==> src/hdl/lkv_pkg.sv <==
// Shared sizes, codes and transaction types of the linear key-value table.
package lkv_pkg;

  localparam int DEPTH      = 64;
  localparam int KEY_BITS   = 32;
  localparam int VALUE_BITS = 32;
  localparam int CNT_BITS   = $clog2(DEPTH + 1);

  localparam logic [2:0] OP_ACCESS = 3'd0;
  localparam logic [2:0] OP_WRITE  = 3'd1;
  localparam logic [2:0] OP_LOOKUP = 3'd2;
  localparam logic [2:0] OP_REMOVE = 3'd3;
  localparam logic [2:0] OP_CLEAR  = 3'd4;

  localparam logic [1:0] ST_OK     = 2'd0;
  localparam logic [1:0] ST_ABSENT = 2'd1;
  localparam logic [1:0] ST_FULL   = 2'd2;

  typedef struct packed {
    logic [2:0]            operation;
    logic [KEY_BITS-1:0]   key;
    logic [VALUE_BITS-1:0] value;
  } lkv_request_t;

  typedef struct packed {
    logic [VALUE_BITS-1:0] read_value;
    logic [1:0]            status;
    logic [CNT_BITS-1:0]   entry_count;
  } lkv_response_t;

  typedef struct packed {
    logic compare;
    logic shift;
    logic append;
    logic update;
  } lkv_cell_ctrl_t;

endpackage

==> src/hdl/lkv_cell.sv <==
// One entry of the table: stored key and value, key match, append, value update and shift towards the head.
module lkv_cell (
  input  logic                          clk,
  input  lkv_pkg::lkv_cell_ctrl_t       ctrl,
  input  logic                          occupied,
  input  logic [lkv_pkg::KEY_BITS-1:0]  probe_key,
  input  logic [lkv_pkg::KEY_BITS-1:0]  new_key,
  input  logic [lkv_pkg::VALUE_BITS-1:0] new_value,
  input  logic [lkv_pkg::KEY_BITS-1:0]  next_key,
  input  logic [lkv_pkg::VALUE_BITS-1:0] next_value,
  output logic [lkv_pkg::KEY_BITS-1:0]  key,
  output logic [lkv_pkg::VALUE_BITS-1:0] value,
  output logic                          match,
  output logic [lkv_pkg::VALUE_BITS-1:0] match_value
);
  import lkv_pkg::*;

  logic hit;

  assign hit = occupied && (key == probe_key);

  always_ff @(posedge clk) begin
    if (ctrl.compare) begin
      match       <= hit;
      match_value <= hit ? value : '0;
    end
    if (ctrl.shift) begin
      key   <= next_key;
      value <= next_value;
    end else if (ctrl.append) begin
      key   <= new_key;
      value <= new_value;
    end else if (ctrl.update) begin
      value <= new_value;
    end
  end

endmodule

==> config.mk <==
export PLATFORM = sky130hd
export DESIGN_NAME = lkv_cell
export DESIGN_NICKNAME = d
export VERILOG_FILES = /design/src/hdl/lkv_pkg.sv /design/src/hdl/lkv_cell.sv
export SDC_FILE = /design/constraint.sdc
export NUM_CORES = 1
export LEC_CHECK = 0
export BUFFER_PORTS_ARGS = -buffer_cell sky130_fd_sc_hd__buf_2
export CAP_MARGIN = 20
export CORE_MARGIN = 2
export CORE_UTILIZATION = 40
export DETAILED_ROUTE_END_ITERATION = 8
export GPL_ROUTABILITY_DRIVEN = 0
export PLACE_DENSITY = 0.79
export SYNTH_ARGS = -nofsm -noshare
export SYNTH_HDL_FRONTEND = slang
export SYNTH_SLANG_ARGS = --single-unit
==> constraint.sdc <==
create_clock -name clk -period 2.3 [get_ports clk]
set_clock_uncertainty 0.1 [all_clocks]
set_input_delay 0.46 -clock clk [delete_from_list [all_inputs] [get_ports clk]]
set_output_delay 0.46 -clock clk [all_outputs]
set_load 0.05 [all_outputs]
==> results.cfg <==
[status]
status = finished clean

[sta]
fmax_ghz = 0.476
final.setup.tns_ns = 0
relSlewSlack_pct = 48.2
hold_violations = 0
layout_min_cycle_time_ns = 2.10
fin_hold_ws_ns = 0.325
grt_setup_unrepaired = false
finalMaxSlewViolations = 0
final-setup-viol-count = 0
timing.final.crit_share_pct = 91.4
tightest_slew_ns = 0.777

[clock_tree]
post-cts-setup-buffers = 0
clock_latency_of_the_later_clocked_register_in_the_worst_skew_pair_ns = 0.33
tritoncts_num_sinks = 97
cts_tree = yes
clk_path_buf_depth = 2
cts_bufs_inserted = 9
cts-root-buf = sky130_fd_sc_hd__clkbuf_16
cts.reportedPaths.clkPinSlew_ns = 0.07
clock_tree.htree_level_count = 3
postCtsResizedCells = 0
quantity_of_hold_fixing_buffers_added_after_cts = 0

[power_and_ir_drop]
swShare_pct = 31.1
power_leakage_uw = 0.00267
p_sw_uw = 1490
ir_worst_vdd_v = 0.000400
power.combinational.fraction_pct = 22.5
clock_power_share_pct = 31.6
internal_power_uw = 3300
sequentialPowerShare_pct = 45.9
power_uw = 4790
pwr_density_cell_nw_per_um2 = 757

[route]
route.detailed.vias_per_inst = 4.85
drt-wirelength-per-cell_um = 16.7
dr_total_vias = 3395
finalWirelength_mm = 11.7
first_iter_violations = 100
drc = 0
route.antenna.remaining_nets = 0
detailedRoute.firstPassIterationCount = 4

[setup_path]
max_stage_delay_ns = 0.70
worstSetupPathType = reg -> reg
worst-r2r-cell-count = 5
worst_r2r_endpoint = match_value[31]
cp_cell_sequence = xnor2_1 > nand4_1 > or4_2 > buf_12 > nor3_1
worst-path-max-fanout = 33
worst-endpoint-required_ns = 2.38
regToRegSetupSlack_ns = 0.20
critPathSlowestCell = sky130_fd_sc_hd__or4_2
cp-end-kind = flop
setup.worst_path.start_class = flop
arrival_ns = 2.18
reg_to_reg_start = key[13]

[grt]
globalRoute.totalOverflow = 0
global_route_wire_length_before_repair_mm = 18.2
largest_net_degree_at_the_start_of_global_routing = 34
vias_in_the_first_global_route = 3692
number_of_antenna_violations_at_the_first_check_in_global_routing = 2
global_route.usage.total_pct = 19.0

[finish]
layout.nets = 719
n_fill_cell = 914
drive_above_1_share_pct = 68.5
stdcell_count = 700
postLayoutCoreUtil_pct = 57.6
synthToLayoutAreaGrowth_pct = 39.0

[yosys]
synth_area_um2 = 4550
postSynthNetCount = 455
synth_largest_area_cell = sky130_fd_sc_hd__edfxtp_1
number_of_enable_type_register_cells_in_the_synthesized_netlist = 97
ys_top_cells_by_area = sky130_fd_sc_hd__edfxtp_1 64%, sky130_fd_sc_hd__mux2_2 16%, sky130_fd_sc_hd__nor3_2 6.4%
yosysSeqAreaShare_pct = 64.0
avgSynthCellArea_um2 = 15.7
synth.yosys.warnings = 0
synth.ff_latch_count = 97
synth_common_cells = 97 x sky130_fd_sc_hd__edfxtp_1, 64 x sky130_fd_sc_hd__mux2_2, 33 x sky130_fd_sc_hd__nand2_1, 29 x sky130_fd_sc_hd__nor3_2, 19 x sky130_fd_sc_hd__xor2_1
count_leader_synth = sky130_fd_sc_hd__edfxtp_1
ys_dominant_reg_cell = sky130_fd_sc_hd__edfxtp_1
syn-instance-count = 289
synth.lib_cells_used.distinct = 20
asyncSetResetFlopFracSynth_pct = 0
synth_top_area_share_pct = 64.0

[hold_path]
startpoint_of_the_tightest_hold_check_path = new_key[3]
min_to = key[3]
min-delay-path-class = in -> reg
holdPathStages = 2

[floorplan]
floorplan.die.width_um = 111
die_height_um = 111
io-pin-count = 263
die-area_um2 = 12200
coreArea_um2 = 11000
floorplan.initialDensity_pct = 41.4
std_cell_rows = 38

[placed_design]
dp_hpwl_mm = 9.14
dpl.cell_count = 682
place.port_buffers = 262

[job]
maxCapViolCount = 0
==> through the flow <==
stage | setup slack, ns | cell area [um^2]
global placement | 0.114 | 6020
floorplan | 0.166 | 4550
global route | 0.0722 | 6320
CTS | 0.188 | 6320
finish | 0.198 | 6320
detailed placement | 0.0363 | 6020
==> power groups by stage <==
stage                     clock (uW)  sequential, uW  combinational [uW]
after global routing            1620            2220                1140
after detailed placement           0            2240                1090
after floorplan                    0            2720                 234
after CTS                       1540            2200                1090
final                           1510            2200                1080
after global placement             0            2230                1070
==> final cells by class <==
| cell class | count | area, um^2 | share of cell area [%] |
|---|---|---|---|
| Antenna cell | 2 | 5.00 | 0.0791 |
| Sequential cell | 97 | 2910 | 46.1 |
| Multi-Input combinational cell | 174 | 1530 | 24.2 |
| Clock inverter | 7 | 78.8 | 1.25 |
| Inverter | 1 | 3.75 | 0.0593 |
| Tap cell | 140 | 175 | 2.77 |
| Timing Repair Buffer | 270 | 1400 | 22.1 |
| Clock buffer | 9 | 225 | 3.56 |
==> state kept, by name (all words and copies together), names as in the netlist <==
register	flops
key	32
match_value	32
value	32
match	1
==> worst max-delay path by stage <==
stage | from | end
3_3_place_gp | probe_key[7] | match_value[31]
3_5_place_dp | probe_key[22] | match_value[31]
5_1_grt | key[7] | match_value[31]
2_1_floorplan | key[7] | match_value[13]
4_1_cts | key[22] | match_value[31]
6_report | key[13] | match_value[31]
==> placed cells by master (no fill, tap or decap), types with 6 or more instances in the layout <==
cell	netlist	routed
sky130_fd_sc_hd__xor2_1	19	19
sky130_fd_sc_hd__clkbuf_16	0	9
sky130_fd_sc_hd__buf_2	1	262
sky130_fd_sc_hd__mux2_2	64	64
sky130_fd_sc_hd__edfxtp_1	97	97
sky130_fd_sc_hd__buf_4	0	6
sky130_fd_sc_hd__nand2_1	33	33
sky130_fd_sc_hd__nor3_2	29	30
sky130_fd_sc_hd__xnor2_1	13	13
==> layer usage <==
metal	track usage (%)	share of wire (%)	up-vias
met1	20.3	36	1594
met3	5.16	8.3	23
met5	0	0	-
li1	-	-	1603
met2	34.6	53	175
met4	9.17	2.9	0
==> kinds of logic after synthesis <==
kind of cell / synth area share, %
flops: 64.0
simple gates: 11.4
mux: 15.8
xor+xnor: 6.16
buf+inv: 2.53
==> worst max-delay path, delay by kind of cell, from the launching register on <==
family	cells	cell delay [ns]
DFF	1	0.43
buffers and inverters	1	0.21
and+or+nand+nor	3	1.02
xor gates and xnor gates	1	0.17
Power figures use the tool's default switching activity.
